**src/hdl/fiodec_ascii_case_shift_translator_macros.svh**
```systemverilog
// ----------------------------------------------------------------------------
// fiodec translator assertion macros
// shared property wrappers for the translator's checks
// ----------------------------------------------------------------------------
`ifndef FIODEC_ASCII_CASE_SHIFT_TRANSLATOR_MACROS_SVH
`define FIODEC_ASCII_CASE_SHIFT_TRANSLATOR_MACROS_SVH

// same-cycle implication, quiet during reset
`define FIODEC_ASSERT_IMP(label, clk, rst_n, ante, cons, msg) \
  label: assert property (@(posedge clk) disable iff (!rst_n) (ante) |-> (cons)) \
    else $error(msg);

// next-cycle implication, quiet during reset
`define FIODEC_ASSERT_NXT(label, clk, rst_n, ante, cons, msg) \
  label: assert property (@(posedge clk) disable iff (!rst_n) (ante) |=> (cons)) \
    else $error(msg);

`endif

```
**src/hdl/fiodec_pkg.sv**
```systemverilog
// ----------------------------------------------------------------------------
// fiodec translator package
// code constants, result type and the key and print translation tables
// ----------------------------------------------------------------------------
package fiodec_pkg;

  // fiodec shift codes
  localparam logic [5:0] SHIFT_UP_CODE   = 6'o74;
  localparam logic [5:0] SHIFT_DOWN_CODE = 6'o72;

  // ascii keys and printer characters
  localparam logic [6:0] KEY_RUBOUT    = 7'o177;
  localparam logic [6:0] KEY_BACKSPACE = 7'o010;
  localparam logic [6:0] CHAR_CR       = 7'h0d;
  localparam logic [6:0] CHAR_LF       = 7'h0a;

  // operation and result kind codes
  localparam logic OP_KEY   = 1'b0;
  localparam logic OP_PRINT = 1'b1;
  localparam logic KIND_FIODEC = 1'b0;
  localparam logic KIND_ASCII  = 1'b1;

  // key table entry: bit 7 either case, bit 6 upper case, bits 5..0 code
  localparam int KEY_ANY_BIT = 7;
  localparam int KEY_UP_BIT  = 6;

  typedef struct packed {
    logic       kind;
    logic [6:0] value;
    logic       last;
  } result_t;

  // ascii key to fiodec code with case class, zero means untranslatable
  localparam logic [7:0] KEY_ROM [128] = '{
    8'h00, 8'h00, 8'h00, 8'h00, 8'h00, 8'h00, 8'h00, 8'h00,
    8'hbd, 8'h9e, 8'h00, 8'h00, 8'h00, 8'hbf, 8'h00, 8'h00,
    8'h00, 8'h00, 8'h00, 8'h00, 8'h00, 8'h00, 8'h00, 8'h00,
    8'h00, 8'h00, 8'h00, 8'h00, 8'h00, 8'h00, 8'h00, 8'h00,
    8'h80, 8'h45, 8'h41, 8'h44, 8'h00, 8'h00, 8'h46, 8'h42,
    8'h2f, 8'h2d, 8'h7b, 8'h6c, 8'h1b, 8'h2c, 8'h3b, 8'h11,
    8'h10, 8'h01, 8'h02, 8'h03, 8'h04, 8'h05, 8'h06, 8'h07,
    8'h08, 8'h09, 8'h00, 8'h00, 8'h47, 8'h5b, 8'h48, 8'h51,
    8'h20, 8'h71, 8'h72, 8'h73, 8'h74, 8'h75, 8'h76, 8'h77,
    8'h78, 8'h79, 8'h61, 8'h62, 8'h63, 8'h64, 8'h65, 8'h66,
    8'h67, 8'h68, 8'h69, 8'h52, 8'h53, 8'h54, 8'h55, 8'h56,
    8'h57, 8'h58, 8'h59, 8'h6f, 8'h2e, 8'h6d, 8'h49, 8'h60,
    8'h50, 8'h31, 8'h32, 8'h33, 8'h34, 8'h35, 8'h36, 8'h37,
    8'h38, 8'h39, 8'h21, 8'h22, 8'h23, 8'h24, 8'h25, 8'h26,
    8'h27, 8'h28, 8'h29, 8'h12, 8'h13, 8'h14, 8'h15, 8'h16,
    8'h17, 8'h18, 8'h19, 8'h00, 8'h6e, 8'h00, 8'h43, 8'hbd
  };

  // {case, fiodec code} to ascii, zero means no glyph
  localparam logic [6:0] PRINT_ROM [128] = '{
    7'h20, 7'h31, 7'h32, 7'h33, 7'h34, 7'h35, 7'h36, 7'h37,
    7'h38, 7'h39, 7'h00, 7'h00, 7'h00, 7'h00, 7'h00, 7'h00,
    7'h30, 7'h2f, 7'h73, 7'h74, 7'h75, 7'h76, 7'h77, 7'h78,
    7'h79, 7'h7a, 7'h00, 7'h2c, 7'h00, 7'h00, 7'h09, 7'h00,
    7'h40, 7'h6a, 7'h6b, 7'h6c, 7'h6d, 7'h6e, 7'h6f, 7'h70,
    7'h71, 7'h72, 7'h00, 7'h00, 7'h2d, 7'h29, 7'h5c, 7'h28,
    7'h00, 7'h61, 7'h62, 7'h63, 7'h64, 7'h65, 7'h66, 7'h67,
    7'h68, 7'h69, 7'h7b, 7'h2e, 7'h7d, 7'h08, 7'h00, 7'h0d,
    7'h20, 7'h22, 7'h27, 7'h7e, 7'h23, 7'h21, 7'h26, 7'h3c,
    7'h3e, 7'h5e, 7'h00, 7'h00, 7'h00, 7'h00, 7'h00, 7'h00,
    7'h60, 7'h3f, 7'h53, 7'h54, 7'h55, 7'h56, 7'h57, 7'h58,
    7'h59, 7'h5a, 7'h00, 7'h3d, 7'h00, 7'h00, 7'h09, 7'h00,
    7'h5f, 7'h4a, 7'h4b, 7'h4c, 7'h4d, 7'h4e, 7'h4f, 7'h50,
    7'h51, 7'h52, 7'h00, 7'h00, 7'h2b, 7'h5d, 7'h7c, 7'h5b,
    7'h00, 7'h41, 7'h42, 7'h43, 7'h44, 7'h45, 7'h46, 7'h47,
    7'h48, 7'h49, 7'h7b, 7'h2a, 7'h7d, 7'h08, 7'h00, 7'h0d
  };

endpackage

```
**src/hdl/fiodec_ifs.sv**
```systemverilog
// ----------------------------------------------------------------------------
// fiodec translator channels
// valid/ready channels for input items and result items
// ----------------------------------------------------------------------------

// input item channel
interface fiodec_in_if;
  logic       valid;
  logic       ready;
  logic       op;
  logic [6:0] code;

  modport source (output valid, output op, output code, input ready);
  modport sink (input valid, input op, input code, output ready);
endinterface

// result item channel
interface fiodec_out_if;
  logic       valid;
  logic       ready;
  logic       kind;
  logic [6:0] value;
  logic       last;

  modport source (output valid, output kind, output value, output last, input ready);
  modport sink (input valid, input kind, input value, input last, output ready);
endinterface

```
**src/hdl/fiodec_ascii_case_shift_translator.sv**
```systemverilog
// An input beat reaches its first result beat via the input and result registers.
// Throughput: one item per cycle when out_ch is ready; a two-result item holds the
//   input until the single result register takes its second result from the hold.
// Items with no result still take one pass through the input register.
// Reset (synchronous, rst_n low) empties all stages and selects lower case.
// ----------------------------------------------------------------------------
// fiodec ascii case shift translator
// keyboard ascii to fiodec with case shifts, fiodec to ascii for the printer
// ----------------------------------------------------------------------------
`include "fiodec_ascii_case_shift_translator_macros.svh"

module fiodec_ascii_case_shift_translator (
  input  logic clk,
  input  logic rst_n,
  fiodec_in_if.sink    in_ch,
  fiodec_out_if.source out_ch
);

  // input register
  logic       in_vld_r, in_vld_nxt;
  logic       in_op_r;
  logic [6:0] in_code_r;

  // case bit
  logic upper_r, upper_nxt;

  // result register and held second result
  logic               out_vld_r, out_vld_nxt;
  logic               sec_vld_r, sec_vld_nxt;
  fiodec_pkg::result_t out_r, out_nxt;
  fiodec_pkg::result_t sec_r, sec_nxt;

  // translation of the registered item
  fiodec_pkg::result_t r0, r1;
  logic [1:0] n_res;
  logic       proc_upper;
  logic [6:0] key;
  logic [7:0] ent;
  logic [5:0] fc;
  logic [6:0] ch;

  logic adv, go, in_ready;

  // terms used by the checks
  logic chk_pair_last, chk_key_pair, chk_up_code, chk_shift_code, chk_key_shift;

  // stage advance control
  assign adv      = !sec_vld_r && (!out_vld_r || out_ch.ready);
  assign go       = in_vld_r && adv;
  assign in_ready = !in_vld_r || adv;
  assign in_ch.ready = in_ready;

  // translate one item
  always_comb begin
    key        = (in_code_r == fiodec_pkg::KEY_RUBOUT) ? fiodec_pkg::KEY_BACKSPACE
                                                       : in_code_r;
    ent        = fiodec_pkg::KEY_ROM[key];
    fc         = in_code_r[5:0];
    ch         = fiodec_pkg::PRINT_ROM[{upper_r, fc}];
    proc_upper = upper_r;
    n_res      = 2'd0;
    r0         = '{kind: fiodec_pkg::KIND_FIODEC, value: 7'd0, last: 1'b1};
    r1         = '{kind: fiodec_pkg::KIND_FIODEC, value: 7'd0, last: 1'b1};
    case (in_op_r)
      fiodec_pkg::OP_KEY: begin
        if (ent == 8'd0) begin
          n_res = 2'd0;
        end else if (ent[fiodec_pkg::KEY_ANY_BIT] ||
                     (ent[fiodec_pkg::KEY_UP_BIT] == upper_r)) begin
          n_res = 2'd1;
          r0    = '{kind: fiodec_pkg::KIND_FIODEC, value: {1'b0, ent[5:0]}, last: 1'b1};
        end else begin
          n_res      = 2'd2;
          proc_upper = ent[fiodec_pkg::KEY_UP_BIT];
          r0 = '{kind: fiodec_pkg::KIND_FIODEC,
                 value: {1'b0, ent[fiodec_pkg::KEY_UP_BIT] ? fiodec_pkg::SHIFT_UP_CODE
                                                           : fiodec_pkg::SHIFT_DOWN_CODE},
                 last: 1'b0};
          r1 = '{kind: fiodec_pkg::KIND_FIODEC, value: {1'b0, ent[5:0]}, last: 1'b1};
        end
      end
      fiodec_pkg::OP_PRINT: begin
        if (fc == fiodec_pkg::SHIFT_UP_CODE) begin
          proc_upper = 1'b1;
        end else if (fc == fiodec_pkg::SHIFT_DOWN_CODE) begin
          proc_upper = 1'b0;
        end else if (ch == 7'd0) begin
          n_res = 2'd0;
        end else if (ch == fiodec_pkg::CHAR_CR) begin
          n_res = 2'd2;
          r0    = '{kind: fiodec_pkg::KIND_ASCII, value: fiodec_pkg::CHAR_CR, last: 1'b0};
          r1    = '{kind: fiodec_pkg::KIND_ASCII, value: fiodec_pkg::CHAR_LF, last: 1'b1};
        end else begin
          n_res = 2'd1;
          r0    = '{kind: fiodec_pkg::KIND_ASCII, value: ch, last: 1'b1};
        end
      end
      default: begin
        n_res = 2'd0;
      end
    endcase
  end

  // next values of the stage control and payload
  always_comb begin
    in_vld_nxt  = in_ready ? in_ch.valid : in_vld_r;
    upper_nxt   = go ? proc_upper : upper_r;
    out_vld_nxt = out_vld_r;
    sec_vld_nxt = sec_vld_r;
    out_nxt     = out_r;
    sec_nxt     = sec_r;
    if (go) begin
      out_vld_nxt = (n_res != 2'd0);
      sec_vld_nxt = (n_res == 2'd2);
      out_nxt     = r0;
      sec_nxt     = r1;
    end else if (out_vld_r && out_ch.ready) begin
      out_vld_nxt = sec_vld_r;
      sec_vld_nxt = 1'b0;
      out_nxt     = sec_r;
    end
  end

  // control registers
  always_ff @(posedge clk) begin
    if (!rst_n) begin
      in_vld_r  <= 1'b0;
      out_vld_r <= 1'b0;
      sec_vld_r <= 1'b0;
      upper_r   <= 1'b0;
    end else begin
      in_vld_r  <= in_vld_nxt;
      out_vld_r <= out_vld_nxt;
      sec_vld_r <= sec_vld_nxt;
      upper_r   <= upper_nxt;
    end
  end

  // payload registers
  always_ff @(posedge clk) begin
    if (in_ready) begin
      in_op_r   <= in_ch.op;
      in_code_r <= in_ch.code;
    end
    out_r <= out_nxt;
    sec_r <= sec_nxt;
  end

  // result port
  assign out_ch.valid = out_vld_r;
  assign out_ch.kind  = out_r.kind;
  assign out_ch.value = out_r.value;
  assign out_ch.last  = out_r.last;

  // check terms
  assign chk_pair_last  = !out_r.last && sec_r.last;
  assign chk_key_pair   = sec_vld_r && (out_r.kind == fiodec_pkg::KIND_FIODEC);
  assign chk_up_code    = (out_r.value[5:0] == fiodec_pkg::SHIFT_UP_CODE);
  assign chk_shift_code = chk_up_code || (out_r.value[5:0] == fiodec_pkg::SHIFT_DOWN_CODE);
  assign chk_key_shift  = go && (n_res == 2'd2) && (in_op_r == fiodec_pkg::OP_KEY);

  // checks
  `FIODEC_ASSERT_IMP(a_sec_has_first, clk, rst_n, sec_vld_r, out_vld_r, "second without first")
  `FIODEC_ASSERT_IMP(a_first_not_last, clk, rst_n, sec_vld_r, chk_pair_last, "pair last marks wrong")
  `FIODEC_ASSERT_IMP(a_pair_kind, clk, rst_n, sec_vld_r, sec_r.kind == out_r.kind, "pair kinds differ")
  `FIODEC_ASSERT_IMP(a_key_pair_shift, clk, rst_n, chk_key_pair, chk_shift_code, "no shift code")
  `FIODEC_ASSERT_NXT(a_shift_case, clk, rst_n, chk_key_shift, upper_r == chk_up_code, "case bit wrong")

endmodule
```
**src/flat_wrapper.sv**
```systemverilog
// flat-port wrapper written by rule: the top's interface ports become plain ports
module fiodec_ascii_case_shift_translator_flat 
  (clk, rst_n, in_ch_valid, in_ch_op, in_ch_code, in_ch_ready, out_ch_valid, out_ch_kind, out_ch_value, out_ch_last, out_ch_ready);
  fiodec_in_if in_ch_i ();
  fiodec_out_if out_ch_i ();
  input  logic clk;
  input  logic rst_n;
  input wire logic [$bits(in_ch_i.valid)-1:0] in_ch_valid;
  input wire logic [$bits(in_ch_i.op)-1:0] in_ch_op;
  input wire logic [$bits(in_ch_i.code)-1:0] in_ch_code;
  output wire logic [$bits(in_ch_i.ready)-1:0] in_ch_ready;
  output wire logic [$bits(out_ch_i.valid)-1:0] out_ch_valid;
  output wire logic [$bits(out_ch_i.kind)-1:0] out_ch_kind;
  output wire logic [$bits(out_ch_i.value)-1:0] out_ch_value;
  output wire logic [$bits(out_ch_i.last)-1:0] out_ch_last;
  input wire logic [$bits(out_ch_i.ready)-1:0] out_ch_ready;
  assign in_ch_i.valid = in_ch_valid;
  assign in_ch_i.op = in_ch_op;
  assign in_ch_i.code = in_ch_code;
  assign in_ch_ready = in_ch_i.ready;
  assign out_ch_valid = out_ch_i.valid;
  assign out_ch_kind = out_ch_i.kind;
  assign out_ch_value = out_ch_i.value;
  assign out_ch_last = out_ch_i.last;
  assign out_ch_i.ready = out_ch_ready;
  fiodec_ascii_case_shift_translator u_core (.clk(clk), .rst_n(rst_n), .in_ch(in_ch_i), .out_ch(out_ch_i));
endmodule
```
**config.mk**
```make
export PLATFORM = sky130hd
export DESIGN_NAME = fiodec_ascii_case_shift_translator_flat
export DESIGN_NICKNAME = d
export VERILOG_FILES = /design/src/hdl/fiodec_pkg.sv /design/src/hdl/fiodec_ifs.sv /design/src/hdl/fiodec_ascii_case_shift_translator.sv /design/src/flat_wrapper.sv
export VERILOG_INCLUDE_DIRS = /design/src /design/src/hdl
export SDC_FILE = /design/constraint.sdc
export NUM_CORES = 1
export LEC_CHECK = 0
export BUFFER_PORTS_ARGS = -buffer_cell sky130_fd_sc_hd__buf_2
export CORE_MARGIN = 2
export CORE_UTILIZATION = 40
export DETAILED_ROUTE_END_ITERATION = 8
export PLACE_DENSITY_LB_ADDON = 0.2
export SETUP_SLACK_MARGIN = 0.15
export SLEW_MARGIN = 20
export SYNTH_ARGS = -nofsm -noshare
export SYNTH_HDL_FRONTEND = slang
export SYNTH_SLANG_ARGS = --single-unit
```
**constraint.sdc**
```tcl
create_clock -name clk -period 6.5 [get_ports clk]
set_input_delay 0.325 -clock clk [delete_from_list [all_inputs] [get_ports clk]]
set_output_delay 0.325 -clock clk [all_outputs]
set_load 0.005 [all_outputs]
```
==> impl_metrics.toml, run 1 <==
[min_path]
hp-class = "input port to flip-flop"
hp-start = "in_ch_code[5]"

[timing]
hold_violations = 0
setup_viol_count_final = 0
fin_setup_tns_ns = 0
grt_setup_unrepaired = "false"
period_minus_slack_ns = 3.91
fmax_mhz = 256
final.setup.worst_slack_ns = 2.59
whs_ns = 0.221
relSlewSlack_pct = 44.0
finalClockSkew_ns = 0.00426
report.final.slew_viol_count = 0
worst_slew_pin_slew_ns = 0.840
finalCritPeriodShare_pct = 60.1

[setup_path]
path_class = "flip-flop to flip-flop"
cp-start-kind = "flip-flop"
crit_path_end_kind = "flip-flop"
cp-startpoint = "u_core.in_code_r[0]"
reg2reg_from = "u_core.in_code_r[0]"
critPathMaxFanout = 25
cp.arrival_ns = 3.91
cp.required_ns = 6.50

[global_route]
grt_pass1_vias = 3289
antenna_found_initial = 0
grt_first_pass_wirelength_um = 17900
grt_max_degree = 59
grt_usage_pct = 24.7
grt-ovfl-total = 0

[cts]
htreeDepth = 1
root_buffer = "clkbuf_8"
cts_sinks = 28
cts.path.max_buffers = 2
cts_resized = 0
clkSlewWorstSetupHoldPaths_ns = 0.09
cts_hold_buf = 0
post_cts_buffers = 0
numCtsBuffers = 3
clock_latency_ns = 0.27
cts_tree = "built"

[yosys]
synth.most_common_cell = "a21oi_1"
synth_top_area_share_pct = 21.1
synthTopCellsByArea = "edfxtp_1 (21%), a21oi_1 (6.4%), o21ai_0 (4.2%)"
syn-instance-count = 449
yosys_warnings = 0
ys.flop_type = "edfxtp_1"
synth_edf_count = 24
seq_area_frac_synth_pct = 23.4
postSynthAreaPerCell_um2 = 7.62
synth_fp_nets = 469
synthesis.area_um2 = 3420
ys_top_cells_by_count = "a21oi_1 (44), nand2_1 (35), nor2_1 (30), o21ai_0 (29), buf_2 (27)"
synth_seq_cells = 28
ys_types = 77
synthArstFlopShare_pct = 0
synth_top_area_cell = "edfxtp_1"

[drt]
drt-pass1-iter-count = 5
vias = 3672
final_antenna_net_count = 0
routedWlPerCell_um = 20.8
drcViolationCount = 0
wl_um = 11300
detail_route.vias_per_cell = 6.76
drt_iter0_markers = 519

[die]
ios = 23
num_rows = 33
die_x_um = 96.5
initial_core_util_pct = 41.4
fp.dieH_um = 96.5
core-area_um2 = 8260
dieArea_um2 = 9300

[finish]
fill_cells = 852
syn_to_final_growth_pct = 3.55
drive_gt1_share_pct = 12.3
finalInstanceArea_um2 = 3540
finalNetCount = 459
antenna_cells = 0

[power]
power_leakage_uw = 0.00127
p_switching_uw = 215
p_sw_share_pct = 36.9
p_clk_share_pct = 23.0
pwr-share-seq_pct = 37.8
finalPower_uw = 584
power-per-cell-area_nw_per_um2 = 165
p_int_uw = 368
pwr-share-comb_pct = 39.2
max-vdd-ir-drop_mv = 0.115

[placement]
dpl.hpwl_um = 7890
placed_cell_area_um2 = 3470
port_buffers = 22
dpl_worst_slack_ns = 2.75
place.gp.congestion = 0.967

[run_status]
status = "finished clean"

[job]
drv_cap = 0
[state kept, by name, summed over array words and instances (netlist names)]
signal,cells
u_core.out_ch.last,1
u_core.in_vld_r,1
u_core.sec_r,7
u_core.out_ch.value,7
u_core.in_op_r,1
u_core.in_code_r,7
u_core.out_ch.valid,1
u_core.upper_r,1
u_core.out_ch.kind,1
u_core.sec_vld_r,1
[metrics by stage]
step | instances | utilization, %
2_1_floorplan | 449 | -
3_3_place_gp | 539 | 42.0
3_5_place_dp | 539 | 42.0
4_1_cts | 543 | 42.9
5_1_grt | 543 | 42.9
6_report | 543 | 42.9
[layout by cell type (no fill, tap or decap), types with 3 or more instances in the layout]
cell type | synthesis | layout
a211oi_1 | 8 | 8
a21boi_0 | 8 | 8
a21o_1 | 5 | 5
a21oi_1 | 44 | 44
a221oi_1 | 3 | 3
a22oi_1 | 4 | 4
a311oi_1 | 3 | 3
a31oi_1 | 15 | 15
a32oi_1 | 3 | 3
a41o_1 | 4 | 4
and2_1 | 6 | 6
and2b_1 | 3 | 3
and3_1 | 4 | 4
and4_1 | 3 | 3
buf_2 | 27 | 22
buf_4 | 4 | 7
clkbuf_8 | 0 | 3
dfxtp_1 | 4 | 4
edfxtp_1 | 24 | 24
ha_1 | 8 | 8
inv_1 | 16 | 16
nand2_1 | 35 | 35
nand2b_1 | 17 | 17
nand3_1 | 12 | 12
nand4_1 | 4 | 4
nor2_1 | 30 | 30
nor2b_1 | 13 | 13
nor3_1 | 6 | 6
o2111ai_1 | 4 | 4
o211ai_1 | 7 | 7
o21a_1 | 3 | 3
o21ai_0 | 29 | 29
o221ai_1 | 4 | 4
o22ai_1 | 7 | 7
o311ai_0 | 3 | 3
o31ai_1 | 7 | 7
o41ai_1 | 3 | 3
or2_2 | 5 | 5
or3_1 | 3 | 3
[worst max-delay path: stages, from the launching register on]
cell      delay, ns
edfxtp_1       0.91
inv_1          0.32
ha_1           0.79
xnor2_1        0.22
a221oi_1       0.14
o31ai_1        0.32
o22ai_1        0.13
o22ai_1        0.34
nor2_1         0.09
nand3_1        0.21
o21ai_0        0.16
[per-layer routing]
metal	GRT usage, %	vias up	part of all wire, %
met1	37.1	1701	45
met2	35.0	243	42
met3	4.34	37	9.3
met5	0	-	0
li1	-	1691	-
met4	9.27	0	4.0
[layout make-up]
class                           instances  area (um2)  share of cell area (%)
Multi-Input combinational cell        359        2310                    65.2
Sequential cell                        28         801                    22.6
Timing Repair Buffer                   29         163                    4.59
Tap cell                              105         131                    3.71
Inverter                               18        67.6                    1.91
Clock buffer                            3        41.3                    1.17
Clock inverter                          1        30.0                   0.848
[final timing paths]
kind	end	slack, ns	cells after the start
worst max-delay path	u_core.sec_r[2]	2.59	10
worst min-delay path	u_core.in_code_r[5]	0.22	1
worst max register to register	u_core.sec_r[2]	2.59	10
worst min register to register	u_core.sec_vld_r	0.53	2
[logic make-up (layout without fill, tap and decap cells)]
| kind of cell | count (synthesis) | count (layout) | share of synthesized area (%) |
|---|---|---|---|
| AO/OA/AOI/OAI | 191 | 191 | 38.5 |
| XOR/XNOR | 3 | 3 | 0.988 |
| adder cells (fa/ha/maj) | 8 | 8 | 2.93 |
| buffers and inverters | 62 | 51 | 9.11 |
| flip-flops | 28 | 28 | 23.4 |
| multiplexers | 3 | 3 | 0.915 |
| AND/OR/NAND/NOR | 154 | 154 | 24.1 |
[power groups by stage]
stage / logic [uW] / clock network [uW] / registers [uW]
after global routing: 247 / 144 / 222
after CTS: 222 / 137 / 220
after detailed placement: 221 / 0 / 224
after floorplan: 174 / 0 / 217
after global placement: 222 / 0 / 224
final: 229 / 134 / 221
Power figures use the tool's default switching activity.
==> inputs of run 2 (changes only) <==
- clock period: 6.5 -> 3.4 ns (I/O delays scaled with it)
==> run 2 against run 1 <==
  * Worst setup slack worse by 2.2 ns
  * Register-to-register slack got worse by 2.2 ns
  * Final cell count up 4.4%
  * Critical endpoint is now u_core.out_ch.last
  * Critical path type unchanged
==> impl_metrics.toml, run 2 (synthesis results as in run 1) <==
[run_status]
status = "finished clean"

[min_path]
hold_depth = 1
hp-class = "input port to flip-flop"
hold_path_end = "u_core.in_code_r[6]"
hp-start = "in_ch_code[6]"

[timing]
finalClockSkew_ns = 0.00412
final.setup.worst_slack_ns = 0.366
report.final.slew_viol_count = 0
setup_viol_count_final = 0
finalCritPeriodShare_pct = 89.2
grt_setup_unrepaired = "false"
fmax_mhz = 330
period_minus_slack_ns = 3.03
fin_setup_tns_ns = 0
worst_slew_pin_slew_ns = 0.669
hold_violations = 0
relSlewSlack_pct = 54.8

[finish]
syn_to_final_growth_pct = 10.2
final_common_cell = "a21oi_1"
finalInstanceArea_um2 = 3770
finalNetCount = 483
antenna_cells = 0
drive_gt1_share_pct = 17.5
mostFrequentLayoutCells = "a21oi_1 (44), nand2_1 (35), nor2_1 (30)"

[placement]
dpl_worst_slack_ns = 0.317
place.gp.congestion = 0.991
port_buffers = 22
dpl.hpwl_um = 8460
placed_cell_area_um2 = 3690

[cts]
htreeDepth = 1
clkSlewWorstSetupHoldPaths_ns = 0.10
cts_tree = "built"
cts_hold_buf = 0
post_cts_buffers = 0
cts.path.max_buffers = 2
cts_sinks = 28
root_buffer = "clkbuf_8"
clock_latency_ns = 0.27
numCtsBuffers = 3

[setup_path]
reg2reg_depth = 9
regToRegSetupSlack_ns = 0.37
cp-start-kind = "flip-flop"
cp.arrival_ns = 3.08
cp.required_ns = 3.44
critPathMaxFanout = 17
path_class = "flip-flop to flip-flop"
reg2reg_from = "u_core.in_code_r[1]"
crit_path_end_kind = "flip-flop"
r2r_end = "u_core.out_ch.last"

[global_route]
grt-ovfl-total = 0
antenna_found_initial = 0
grt_max_degree = 58
grt_usage_pct = 25.6
grt_pass1_vias = 3405
grt_first_pass_wirelength_um = 18600

[die]
core-area_um2 = 8260
fp.dieH_um = 96.5
num_rows = 33
initial_core_util_pct = 41.4
dieArea_um2 = 9300
die_x_um = 96.5
ios = 23

[power]
power_leakage_uw = 0.00140
max-vdd-ir-drop_mv = 0.192
finalPower_uw = 1170
power-per-cell-area_nw_per_um2 = 309

[drt]
detail_route.vias_per_cell = 6.81
wl_um = 11700
drt_iter0_markers = 594
vias = 3862
drcViolationCount = 0
final_antenna_net_count = 0
drt-pass1-iter-count = 6
routedWlPerCell_um = 20.6

[job]
drv_cap = 0
## run 2: cell types whose count changed in the layout (fill, tap and decap cells not counted)
cell	before	now
buf_12	0	3
o22ai_2	0	1
buf_4	7	28
o22ai_1	7	6
ha_1	8	6
ha_2	0	2
## run 2: layout make-up
class	instances	area, um2
Multi-Input combinational cell	359	2320
Inverter	18	67.6
Tap cell	105	131
Timing Repair Buffer	53	380
Clock buffer	3	41.3
Sequential cell	28	801
Fill cell	839	4490
Clock inverter	1	30.0
## run 2: timing repair
action / 4_1_cts / 5_1_grt
endpoints found under the setup margin: 0 / 6
gates resized for setup: 0 / 3
hold endpoints to repair: 0 / 0
## run 2: metrics by stage
| stage | cells | hold slack (ns) | utilization [%] |
|---|---|---|---|
| CTS | 567 | 0.0553 | 45.5 |
| floorplan | 449 | 0.269 | - |
| detailed placement | 563 | 0.348 | 44.7 |
| global route | 567 | 0.0549 | 45.7 |
| finish | 567 | 0.0642 | 45.7 |
| global placement | 563 | 0.348 | 44.7 |
## run 2: power by group
| part | internal [uW] | leakage [uW] | switching, uW |
|---|---|---|---|
| logic | 182 | 0.00109 | 307 |
| registers | 398 | 0.000273 | 18.9 |
| clock network | 158 | 0.0000357 | 104 |
| total | 737 | 0.00140 | 430 |
## run 2: worst max-delay path, stage by stage (launching register included)
cell and delay (ns):
edfxtp_1 0.40, buf_4 0.26, nand2b_1 0.35, nor2_1 0.10, or3_1 0.35, a311oi_1 0.40
a31oi_1 0.16, nor2_1 0.27, nand3_1 0.27, a21o_1 0.23
## run 2: worst max path at each step
stage	startpoint	end	cells after the start
after detailed placement	u_core.in_code_r[1]	u_core.sec_r[4]	10
final	u_core.in_code_r[1]	u_core.out_ch.last	9
after global placement	u_core.in_code_r[1]	u_core.sec_r[4]	10
after floorplan	u_core.in_code_r[1]	u_core.upper_r	10
after CTS	u_core.in_code_r[1]	u_core.sec_r[4]	10
after global routing	u_core.in_code_r[4]	u_core.out_ch.last	10
## run 2: layer usage
metal / share of wire, % / routed length (um) / global-route usage [%]
met4: 3.2 / 374 / 9.15
met1: 43 / 5060 / 38.2
met2: 42 / 4930 / 37.3
met5: 0 / 0 / 0
met3: 11 / 1330 / 3.57
